## config.mk

```make
export PLATFORM = sky130hd
export DESIGN_NAME = keyed_length_framer
export DESIGN_NICKNAME = d
export VERILOG_FILES = /design/src/kylf_pkg.sv /design/src/kylf_cfg.sv /design/src/kylf_core.sv /design/src/keyed_length_framer.sv
export SDC_FILE = /design/constraint.sdc
export NUM_CORES = 1
export LEC_CHECK = 0
export BUFFER_PORTS_ARGS = -buffer_cell sky130_fd_sc_hd__buf_2
export CAP_MARGIN = 5
export CORE_MARGIN = 10
export CORE_UTILIZATION = 67
export CTS_BUF_LIST = sky130_fd_sc_hd__clkbuf_4
export CTS_CLUSTER_DIAMETER = 150
export DETAILED_ROUTE_END_ITERATION = 16
export GPL_TIMING_DRIVEN = 0
export HOLD_SLACK_MARGIN = 0.05
export PLACE_DENSITY_LB_ADDON = 0.12
export SYNTH_ARGS = -nofsm -noshare
export SYNTH_HDL_FRONTEND = slang
export SYNTH_HIERARCHICAL = 1
export SYNTH_SLANG_ARGS = --single-unit
export TNS_END_PERCENT = 20
```

## constraint.sdc

```tcl
create_clock -name clk -period 9.4 [get_ports clk]
set_input_delay 1.88 -clock clk [delete_from_list [all_inputs] [get_ports clk]]
set_output_delay 1.88 -clock clk [all_outputs]
set_load 0.02 [all_outputs]
```

## src/kylf_pkg.sv

```systemverilog
// kylf_pkg: shared types and constants for the keyed length framer.
// Holds header geometry, event codes, register indexes and the config and
// result structs. No dependencies.
package kylf_pkg;

  localparam int HDR_BYTES  = 13;  // key + version + length
  localparam int KEEP_FROM  = 9;   // first byte kept after a bad key or version
  localparam int KEY_BYTES  = 8;

  localparam int FILL_W     = 4;   // enough for header positions 0..12
  localparam int BYTE_W     = 8;
  localparam int KEY_W      = 64;
  localparam int LEN_W      = 32;
  localparam int CFG_IDX_W  = 2;
  localparam int CFG_DATA_W = 64;

  localparam logic [LEN_W-1:0] LENGTH_LIMIT_RST = 32'd65544;

  typedef enum logic [1:0] {
    EV_START   = 2'd0,
    EV_PAYLOAD = 2'd1,
    EV_BAD_HDR = 2'd2,
    EV_BAD_LEN = 2'd3
  } kylf_event_t;

  typedef enum logic [CFG_IDX_W-1:0] {
    REG_FRAME_KEY     = 2'd0,
    REG_FRAME_VERSION = 2'd1,
    REG_LENGTH_LIMIT  = 2'd2
  } kylf_reg_t;

  typedef struct packed {
    logic [KEY_W-1:0]  frame_key;
    logic [BYTE_W-1:0] frame_version;
    logic [LEN_W-1:0]  length_limit;
  } kylf_cfg_t;

  typedef struct packed {
    kylf_event_t       event_kind;
    logic [BYTE_W-1:0] payload_byte;
    logic [LEN_W-1:0]  frame_length;
    logic              last_byte;
  } kylf_result_t;

endpackage

```

## src/kylf_cfg.sv

```systemverilog
// kylf_cfg: configuration register file of the keyed length framer.
// Depends on kylf_pkg for register indexes, widths and reset values.
module kylf_cfg (
  input  logic                             clk,
  input  logic                             rst_n,
  input  logic                             cfg_we,
  input  logic [kylf_pkg::CFG_IDX_W-1:0]   cfg_index,
  input  logic [kylf_pkg::CFG_DATA_W-1:0]  cfg_data,
  output kylf_pkg::kylf_cfg_t              cfg
);
  import kylf_pkg::*;

  kylf_cfg_t cfg_r;

  always_ff @(posedge clk) begin
    if (!rst_n) begin
      cfg_r.frame_key     <= '0;
      cfg_r.frame_version <= '0;
      cfg_r.length_limit  <= LENGTH_LIMIT_RST;
    end else if (cfg_we) begin
      unique case (kylf_reg_t'(cfg_index))
        REG_FRAME_KEY:     cfg_r.frame_key     <= cfg_data[KEY_W-1:0];
        REG_FRAME_VERSION: cfg_r.frame_version <= cfg_data[BYTE_W-1:0];
        REG_LENGTH_LIMIT:  cfg_r.length_limit  <= cfg_data[LEN_W-1:0];
        default: ;  // unmapped index: drop the write
      endcase
    end
  end

  assign cfg = cfg_r;

endmodule

```

## src/kylf_core.sv

```systemverilog
// kylf_core: header collection, header check and payload counting.
// Produces at most one result per processed byte, combinationally.
// Depends on kylf_pkg for types and header geometry.
module kylf_core (
  input  logic                          clk,
  input  logic                          rst_n,
  input  logic                          step,
  input  logic [kylf_pkg::BYTE_W-1:0]   byte_in,
  input  kylf_pkg::kylf_cfg_t           cfg,
  output logic                          res_valid,
  output kylf_pkg::kylf_result_t        res
);
  import kylf_pkg::*;

  logic [BYTE_W-1:0] hdr_r [HDR_BYTES];
  logic [FILL_W-1:0] fill_r, fill_nxt;
  logic [LEN_W-1:0]  remain_r, remain_nxt;
  logic              in_payload_r, in_payload_nxt;

  logic [KEY_W-1:0]  key;
  logic [LEN_W-1:0]  len;
  logic [LEN_W-1:0]  remain_dec;
  logic              hdr_done;
  logic              bad_hdr;
  logic              bad_len;

  always_comb begin
    for (int i = 0; i < KEY_BYTES; i++) begin
      key[i*BYTE_W +: BYTE_W] = hdr_r[i];
    end
  end

  // The length's top byte is the one arriving now.
  assign len        = {byte_in, hdr_r[KEEP_FROM+2], hdr_r[KEEP_FROM+1], hdr_r[KEEP_FROM]};
  assign hdr_done   = (fill_r == FILL_W'(HDR_BYTES - 1));
  assign bad_hdr    = (key != cfg.frame_key) || (hdr_r[KEY_BYTES] != cfg.frame_version);
  assign bad_len    = (len == '0) || (len > cfg.length_limit);
  assign remain_dec = remain_r - LEN_W'(1);

  always_comb begin
    fill_nxt       = fill_r;
    remain_nxt     = remain_r;
    in_payload_nxt = in_payload_r;
    res_valid      = 1'b0;
    res            = '{event_kind: EV_PAYLOAD, payload_byte: '0, frame_length: '0,
                       last_byte: 1'b0};
    if (step) begin
      if (in_payload_r) begin
        remain_nxt    = remain_dec;
        res_valid     = 1'b1;
        res.payload_byte = byte_in;
        if (remain_dec == '0) begin
          in_payload_nxt = 1'b0;
          res.last_byte  = 1'b1;
        end
      end else if (!hdr_done) begin
        fill_nxt = fill_r + FILL_W'(1);
      end else if (bad_hdr) begin
        fill_nxt       = FILL_W'(HDR_BYTES - KEEP_FROM);
        res_valid      = 1'b1;
        res.event_kind = EV_BAD_HDR;
      end else if (bad_len) begin
        fill_nxt       = '0;
        res_valid      = 1'b1;
        res.event_kind = EV_BAD_LEN;
      end else begin
        fill_nxt         = '0;
        remain_nxt       = len;
        in_payload_nxt   = 1'b1;
        res_valid        = 1'b1;
        res.event_kind   = EV_START;
        res.frame_length = len;
      end
    end
  end

  always_ff @(posedge clk) begin
    if (!rst_n) begin
      fill_r       <= '0;
      remain_r     <= '0;
      in_payload_r <= 1'b0;
    end else begin
      fill_r       <= fill_nxt;
      remain_r     <= remain_nxt;
      in_payload_r <= in_payload_nxt;
    end
  end

  // Header bytes: written before they are ever read, so no reset.
  always_ff @(posedge clk) begin
    if (step && !in_payload_r) begin
      if (hdr_done && bad_hdr) begin
        // keep the last four header bytes as the start of the next header
        for (int i = 0; i < HDR_BYTES - KEEP_FROM - 1; i++) begin
          hdr_r[i] <= hdr_r[KEEP_FROM + i];
        end
        hdr_r[HDR_BYTES - KEEP_FROM - 1] <= byte_in;
      end else begin
        hdr_r[fill_r] <= byte_in;
      end
    end
  end

  a_fill_range: assert property (@(posedge clk) disable iff (!rst_n)
    fill_r < FILL_W'(HDR_BYTES))
    else $error("header fill out of range");

  a_payload_count: assert property (@(posedge clk) disable iff (!rst_n)
    in_payload_r |-> remain_r != '0)
    else $error("payload mode with zero bytes remaining");

  a_last_exits: assert property (@(posedge clk) disable iff (!rst_n)
    step && in_payload_r && remain_r == LEN_W'(1) |=> !in_payload_r)
    else $error("payload mode kept after the last byte");

  a_resync_fill: assert property (@(posedge clk) disable iff (!rst_n)
    res_valid && res.event_kind == EV_BAD_HDR |=>
      fill_r == FILL_W'(HDR_BYTES - KEEP_FROM) && !in_payload_r)
    else $error("bad header did not keep the trailing bytes");

endmodule

```

## src/keyed_length_framer.sv

```systemverilog
// keyed_length_framer: top level of the byte-stream deframer.
// Instantiates kylf_cfg and kylf_core; uses kylf_pkg for types and widths.
//
// Takes one stream byte per transaction and finds frames of the form
// 8-byte key, 1-byte version, 4-byte little-endian length, then payload.
// A byte is captured in an input register and checked against the header
// state in a single pass once it advances from there (it is held while the
// output register is blocked); its result (if any) lands in the output
// register, so a new byte is taken every cycle while the output side keeps up.
// A completed header yields one result: frame
// start with its length, bad key or version (the last four header bytes are
// kept and the search resumes from them), or bad length (zero or above
// length_limit; all thirteen bytes are dropped). After a frame start every
// byte is passed through as a payload result, the final one flagged with
// out_last_byte. Header bytes before the thirteenth produce no result.
// Write configuration only while no transaction is in flight.
module keyed_length_framer (
  input  logic                             clk,
  input  logic                             rst_n,
  // input stream
  input  logic                             in_valid,
  output logic                             in_stall,
  input  logic [kylf_pkg::BYTE_W-1:0]      in_stream_byte,
  // results
  output logic                             out_valid,
  input  logic                             out_stall,
  output logic [1:0]                       out_event_kind,
  output logic [kylf_pkg::BYTE_W-1:0]      out_payload_byte,
  output logic [kylf_pkg::LEN_W-1:0]       out_frame_length,
  output logic                             out_last_byte,
  // configuration
  input  logic                             cfg_we,
  input  logic [kylf_pkg::CFG_IDX_W-1:0]   cfg_index,
  input  logic [kylf_pkg::CFG_DATA_W-1:0]  cfg_data
);
  import kylf_pkg::*;

  kylf_cfg_t         cfg;
  logic              s1_valid_r, s1_valid_nxt;
  logic [BYTE_W-1:0] s1_byte_r;
  logic              out_valid_r;
  kylf_result_t      out_res_r;
  logic              out_block;
  logic              s1_adv;
  logic              in_take;
  logic              res_valid;
  kylf_result_t      res;

  kylf_cfg u_cfg (
    .clk       (clk),
    .rst_n     (rst_n),
    .cfg_we    (cfg_we),
    .cfg_index (cfg_index),
    .cfg_data  (cfg_data),
    .cfg       (cfg)
  );

  // The output register is blocked only while it holds a result that is stalled.
  assign out_block = out_valid_r && out_stall;
  // Advance the captured byte into the core whenever the result has a place to go.
  assign s1_adv    = s1_valid_r && !out_block;
  // Hold the input while the captured byte cannot advance.
  assign in_stall  = s1_valid_r && out_block;
  assign in_take   = in_valid && !in_stall;

  always_comb begin
    s1_valid_nxt = s1_valid_r;
    if (in_take) begin
      s1_valid_nxt = 1'b1;
    end else if (s1_adv) begin
      s1_valid_nxt = 1'b0;
    end
  end

  kylf_core u_core (
    .clk       (clk),
    .rst_n     (rst_n),
    .step      (s1_adv),
    .byte_in   (s1_byte_r),
    .cfg       (cfg),
    .res_valid (res_valid),
    .res       (res)
  );

  always_ff @(posedge clk) begin
    if (!rst_n) begin
      s1_valid_r  <= 1'b0;
      out_valid_r <= 1'b0;
    end else begin
      s1_valid_r <= s1_valid_nxt;
      if (!out_block) begin
        out_valid_r <= s1_adv && res_valid;
      end
    end
  end

  // Payload registers: no reset needed.
  always_ff @(posedge clk) begin
    if (in_take) begin
      s1_byte_r <= in_stream_byte;
    end
    if (!out_block) begin
      out_res_r <= res;
    end
  end

  assign out_valid        = out_valid_r;
  assign out_event_kind   = out_res_r.event_kind;
  assign out_payload_byte = out_res_r.payload_byte;
  assign out_frame_length = out_res_r.frame_length;
  assign out_last_byte    = out_res_r.last_byte;

  a_no_overrun: assert property (@(posedge clk) disable iff (!rst_n)
    s1_valid_r && out_block |=> s1_valid_r && $stable(s1_byte_r))
    else $error("captured byte lost while the output was blocked");

  a_core_idle_when_blocked: assert property (@(posedge clk) disable iff (!rst_n)
    out_block |-> !s1_adv)
    else $error("core stepped while the result register was full");

  a_payload_fields: assert property (@(posedge clk) disable iff (!rst_n)
    out_valid_r && out_res_r.event_kind != EV_PAYLOAD |->
      out_res_r.payload_byte == '0 && !out_res_r.last_byte)
    else $error("payload fields set on a header event");

endmodule
```

; Word level (Yosys, flattened, before mapping)
; Memory sizes are Yosys's and may differ from the RTL's.
; Index checks and enable logic that the tools add are counted.
[word_totals]
ff_bits = 194
ramBits = 104
output_inout_bits = 45
word_cells = 81
n_memories = 1
[classes]
add_sub_neg = 2
n_lt_le_gt_ge = 1
eq_ne = 7
muxes = 28
bitwise = 3
reduce_logical = 26
[mem_list]
columns = memory, words, word_bits, read_ports, rd_ports_with_merged_regs, write_ports, line
row1 = u_core.hdr_r, 13, 8, 12, 0, 4, kylf_core.sv:15  ; logic [BYTE_W-1:0] hdr_r [HDR_BYTES];
[ops]
columns = cell, count
row1 = two-way mux 32 bit, 4
row2 = logical NOT 32 bit, 2
row3 = != test 64 bit, 1
row4 = greater-than comparator 32 bit, 1
row5 = subtractor 32 x 1 -> 32 bit (second input constant), 1
row6 = two-way mux 1 bit, 18
row7 = AND reduction 2 bit, 5
row8 = two-way mux 4 bit, 2
row9 = two-way mux 8 bit, 1
row10 = != test 8 bit, 1
row11 = OR reduction 8 bit, 1
row12 = logical AND 1 bit, 7
row13 = OR reduction 5 bit, 1
row14 = adder 4 x 1 -> 4 bit (second input constant), 1
row15 = == test 4 bit (second input constant), 1
row16 = two-way mux 2 bit, 2
row17 = != test 2 x 1 -> 1 bit (second input constant), 2
row18 = AND reduction 4 bit, 1
row19 = nonzero test 2 bit, 2
row20 = logical NOT 1 bit, 3
row21 = two-way mux 3 bit, 1
row22 = NOT 1 bit, 3
row23 = OR reduction 3 bit, 1
row24 = == test 2 x 1 -> 1 bit (second input constant), 1
row25 = 3 further kinds, 4

; Depth between registers and ports, before layout
; An unclocked memory read counts as a cell.
[depth]
word_depth = 9
depth_mapped = 12

; Hierarchy
; The synthesis kept the hierarchy.
[modules_own_cells]
columns = module, instances, cells_each, area_each_um2
row1 = kylf_core, 1, 795, 8065.2
row2 = kylf_cfg, 1, 412, 4043.9
row3 = keyed_length_framer, 1, 60, 1617.8

; Least setup slack after synthesis
; Ideal clock, no wire load.
[synth_path]
path_kind = input -> register
start = in out_stall
end = mem u_core.hdr_r[0][0] (enable)
setup_time_ps = 329
arrival_ps = 4333
required_time_ps = 9071
setup_slack_ps = 4738
cell_stages = 7
path_cell_list = nand2_1 and2_1 clkbuf_1 nand2_1 nor3_1 nand2_1 nand2_1
[synth_lines]
columns = element, line
row1 = "start, declared", keyed_length_framer.sv:26  ; input logic out_stall,
row2 = "end, declared", kylf_core.sv:15

==> results.json <==
{
  "synth_top_flop_cell": "edfxtp_1",
  "syn_avg_cell_area_um2": 10.8,
  "netlist.area_leader.share_pct": 32.2,
  "max_freq_mhz": 225,
  "synth-async-reset-ratio_pct": 0,
  "holdBufCountCts": 0,
  "stdcell_area_mm2": 0.0158,
  "final-hold-violation-count": 0,
  "skew_ps": 55.0,
  "fin_crit_ps": 4450,
  "min_path_cells": 2,
  "synth_most_common_cell": "nand2_1",
  "cts.sinks": 290,
  "dp_cells": 1661,
  "placed_area_mm2": 0.0147,
  "drive_gt1_share_pct": 21.8,
  "synth_fa_ha_area_share_pct": 3.46,
  "die_area_mm2": 0.0266,
  "fin_cells": 1800,
  "rrSetupSlack_ps": 5420,
  "setup-violations-final": 0,
  "grt_overflow_total": 0,
  "num_vias": 10800,
  "cts_setup_buffers": 0,
  "worstSkewPairLatency_ps": 690,
  "netlist_area_mm2": 0.0137,
  "synthSimpleGateAreaFrac_pct": 16.7,
  "drt_first_pass_iters": 5,
  "hpwl_um": 26800,
  "finalSetupTns_ps": 0,
  "ys_warn_count": 6,
  "hold_path.class": "reg -> reg",
  "postRouteAntennaNets": 0,
  "rsz0062_at_grt": "false",
  "drv_slew": 0,
  "hp-start": "u_cfg/cfg[5]$_SDFFE_PN0P_",
  "synth-seq-cells": 290,
  "syn-num-nets": 1384,
  "synth_edf_count": 147,
  "num_rows": 52,
  "die_y_um": 163,
  "grt_max_degree": 31,
  "crit_arrival_ps": 4770,
  "core_mm2": 0.0202,
  "viasPerCell": 5.98,
  "grt_pass1_wl_um": 60300,
  "fin_util_pct": 78.3,
  "final_nets": 1584,
  "clkTransAtPathRegs_ps": 60,
  "clockRootBuffer": "clkbuf_4",
  "start_kind": "primary input",
  "nFillCells": 1355,
  "ys_types": 76,
  "tritoncts": "built",
  "worstPathRequired_ps": 9720,
  "power.density_mw_per_mm2": 173,
  "synth_common_cells": "nand2_1, edfxtp_1, dfxtp_1, mux2i_1, inv_1",
  "fin_crit_sh_pct": 47.4,
  "crit_type": "in -> reg",
  "io_buffers": 123,
  "cts_buffer_depth": 3,
  "routabilityCongestion": 0.944,
  "numCtsBuffers": 74,
  "grt_antenna_before_repair": 1,
  "synth_area_leaders": "edfxtp_1, dfxtp_1, mux2i_1",
  "muxShareOfSynthArea_pct": 10.7,
  "status": "complete, no violations",
  "reg2reg_depth": 10,
  "drc": 0,
  "rr_startpoint": "u_core/hdr_r[10][7]$_DFFE_PP_",
  "synthXorXnorAreaFrac_pct": 4.98,
  "cts_resized": 0,
  "initial_core_util_pct": 68.1,
  "dr.first_iter.drc_count": 969,
  "cp_max_fo": 30,
  "chipWidth_um": 163,
  "synth_compound_area_share_pct": 6.62,
  "wl_per_cell_um": 22.0,
  "r2r_end": "u_core/remain_r[7]$_SDFFE_PN0P_",
  "grt_use_total_pct": 29.4,
  "whs_ps": 466,
  "syn_inst": 1267,
  "synth.largest_area_cell": "edfxtp_1",
  "ios": 124,
  "holdPathEnd": "u_cfg/cfg[5]$_SDFFE_PN0P_",
  "endpoint_kind": "flip-flop",
  "syn_to_final_growth_pct": 15.0,
  "cap_violations": 0,
  "max_slew_margin_pct": 26.2,
  "tightestPinTransition_ps": 1110,
  "vdd_ir_drop_max_uv": 142,
  "htreeDepth": 3,
  "ys_seq_area_share_pct": 53.0,
  "drt-total-wl_um": 39500,
  "grt_pass1_vias": 10700,
  "synth_top_family_by_area": "simple AND/OR/NAND/NOR gates",
  "total_leakage_power_nw": 6.53
}
## placed cells by master (no fill, tap or decap), drive strengths merged, types with 25 or more instances in the layout
cell type	netlist	layout
nor2	34	34
buf	33	157
a21oi	45	45
xnor2	27	27
dfxtp	143	143
o21ai	32	32
nor4	37	37
mux2i	119	119
xor2	51	51
and2	34	34
ha	38	38
mux2	25	25
edfxtp	147	147
nand2	238	238
clkbuf	29	149
inv	57	58
## kinds of logic (layout without fill, tap and decap cells)
kind of cell / after synthesis / after routing
AO/OA/AOI/OAI: 143 / 143
other: 0 / 1
XOR/XNOR: 78 / 78
buffers and inverters: 119 / 381
flip-flops: 290 / 290
adder cells (fa/ha/maj): 38 / 38
AND/OR/NAND/NOR: 455 / 455
multiplexers: 144 / 144
## layout make-up
| class | count | area [µm²] | share of cell area [%] |
|---|---|---|---|
| plain buffers | 62 | 404 | 2.56 |
| clock buffers | 120 | 901 | 5.71 |
| multi-input cells | 858 | 5830 | 37.0 |
| flip-flops and latches | 290 | 7280 | 46.1 |
| diodes | 1 | 2.50 | 0.0159 |
| repair buffers | 124 | 636 | 4.03 |
| well taps | 270 | 338 | 2.14 |
| clock inverters | 18 | 181 | 1.15 |
| inverters | 57 | 214 | 1.36 |
## critical path, stage by stage
cell and delay, ps:
buf_2 110, nand2_2 300, buf_12 260, and2_1 220
clkbuf_1 480, nand2_1 250, nor3_1 420, nand2_1 400
nand2_1 440
## layer usage
| layer | up-vias | share of wire [%] | global-route usage, % |
|---|---|---|---|
| met5 | - | 0 | 0 |
| met4 | 0 | 3.6 | 13.6 |
| met3 | 93 | 8.2 | 6.22 |
| met2 | 540 | 47 | 47.5 |
| met1 | 5174 | 41 | 37.1 |
| li1 | 4955 | - | - |
## through the flow
step	setup WS [ps]	power [W]
after CTS	5050	0.00275
after detailed placement	4350	0.00155
after global routing	4740	0.00283
after floorplan	4740	0.00148
final	4950	0.00274
after global placement	3440	0.00155
## power breakdown
part           internal (W)  switching (W)
logic             0.0000591      0.0000848
registers           0.00135      0.0000372
clock network      0.000690       0.000517
total               0.00210       0.000639
## worst max path at each step
stage / from / endpoint / slack (ps) / depth (start not counted)
floorplan: out_stall / u_core/hdr_r[0][0]$_DFFE_PP_ / 4740 / 7
global placement: out_stall / u_core/hdr_r[2][6]$_DFFE_PP_ / 3440 / 8
detailed placement: out_stall / u_core/hdr_r[2][5]$_DFFE_PP_ / 4350 / 9
CTS: out_stall / u_core/hdr_r[2][0]$_DFFE_PP_ / 5050 / 9
global route: out_stall / u_core/hdr_r[2][0]$_DFFE_PP_ / 4740 / 9
finish: out_stall / u_core/hdr_r[2][0]$_DFFE_PP_ / 4950 / 9
## sequential cells by signal, summed over array words and instances, names as in the netlist
| signal | count |
|---|---|
| u_cfg/cfg | 104 |
| u_core/hdr_r | 96 |
| out_frame_length | 32 |
| u_core/remain_r | 32 |
| out_payload_byte | 8 |
| s1_byte_r | 8 |
| u_core/fill_r | 4 |
| out_event_kind | 2 |
| out_last_byte | 1 |
| out_valid | 1 |
| s1_valid_r | 1 |
| u_core/in_payload_r | 1 |
(Power assumes the default switching activity.)
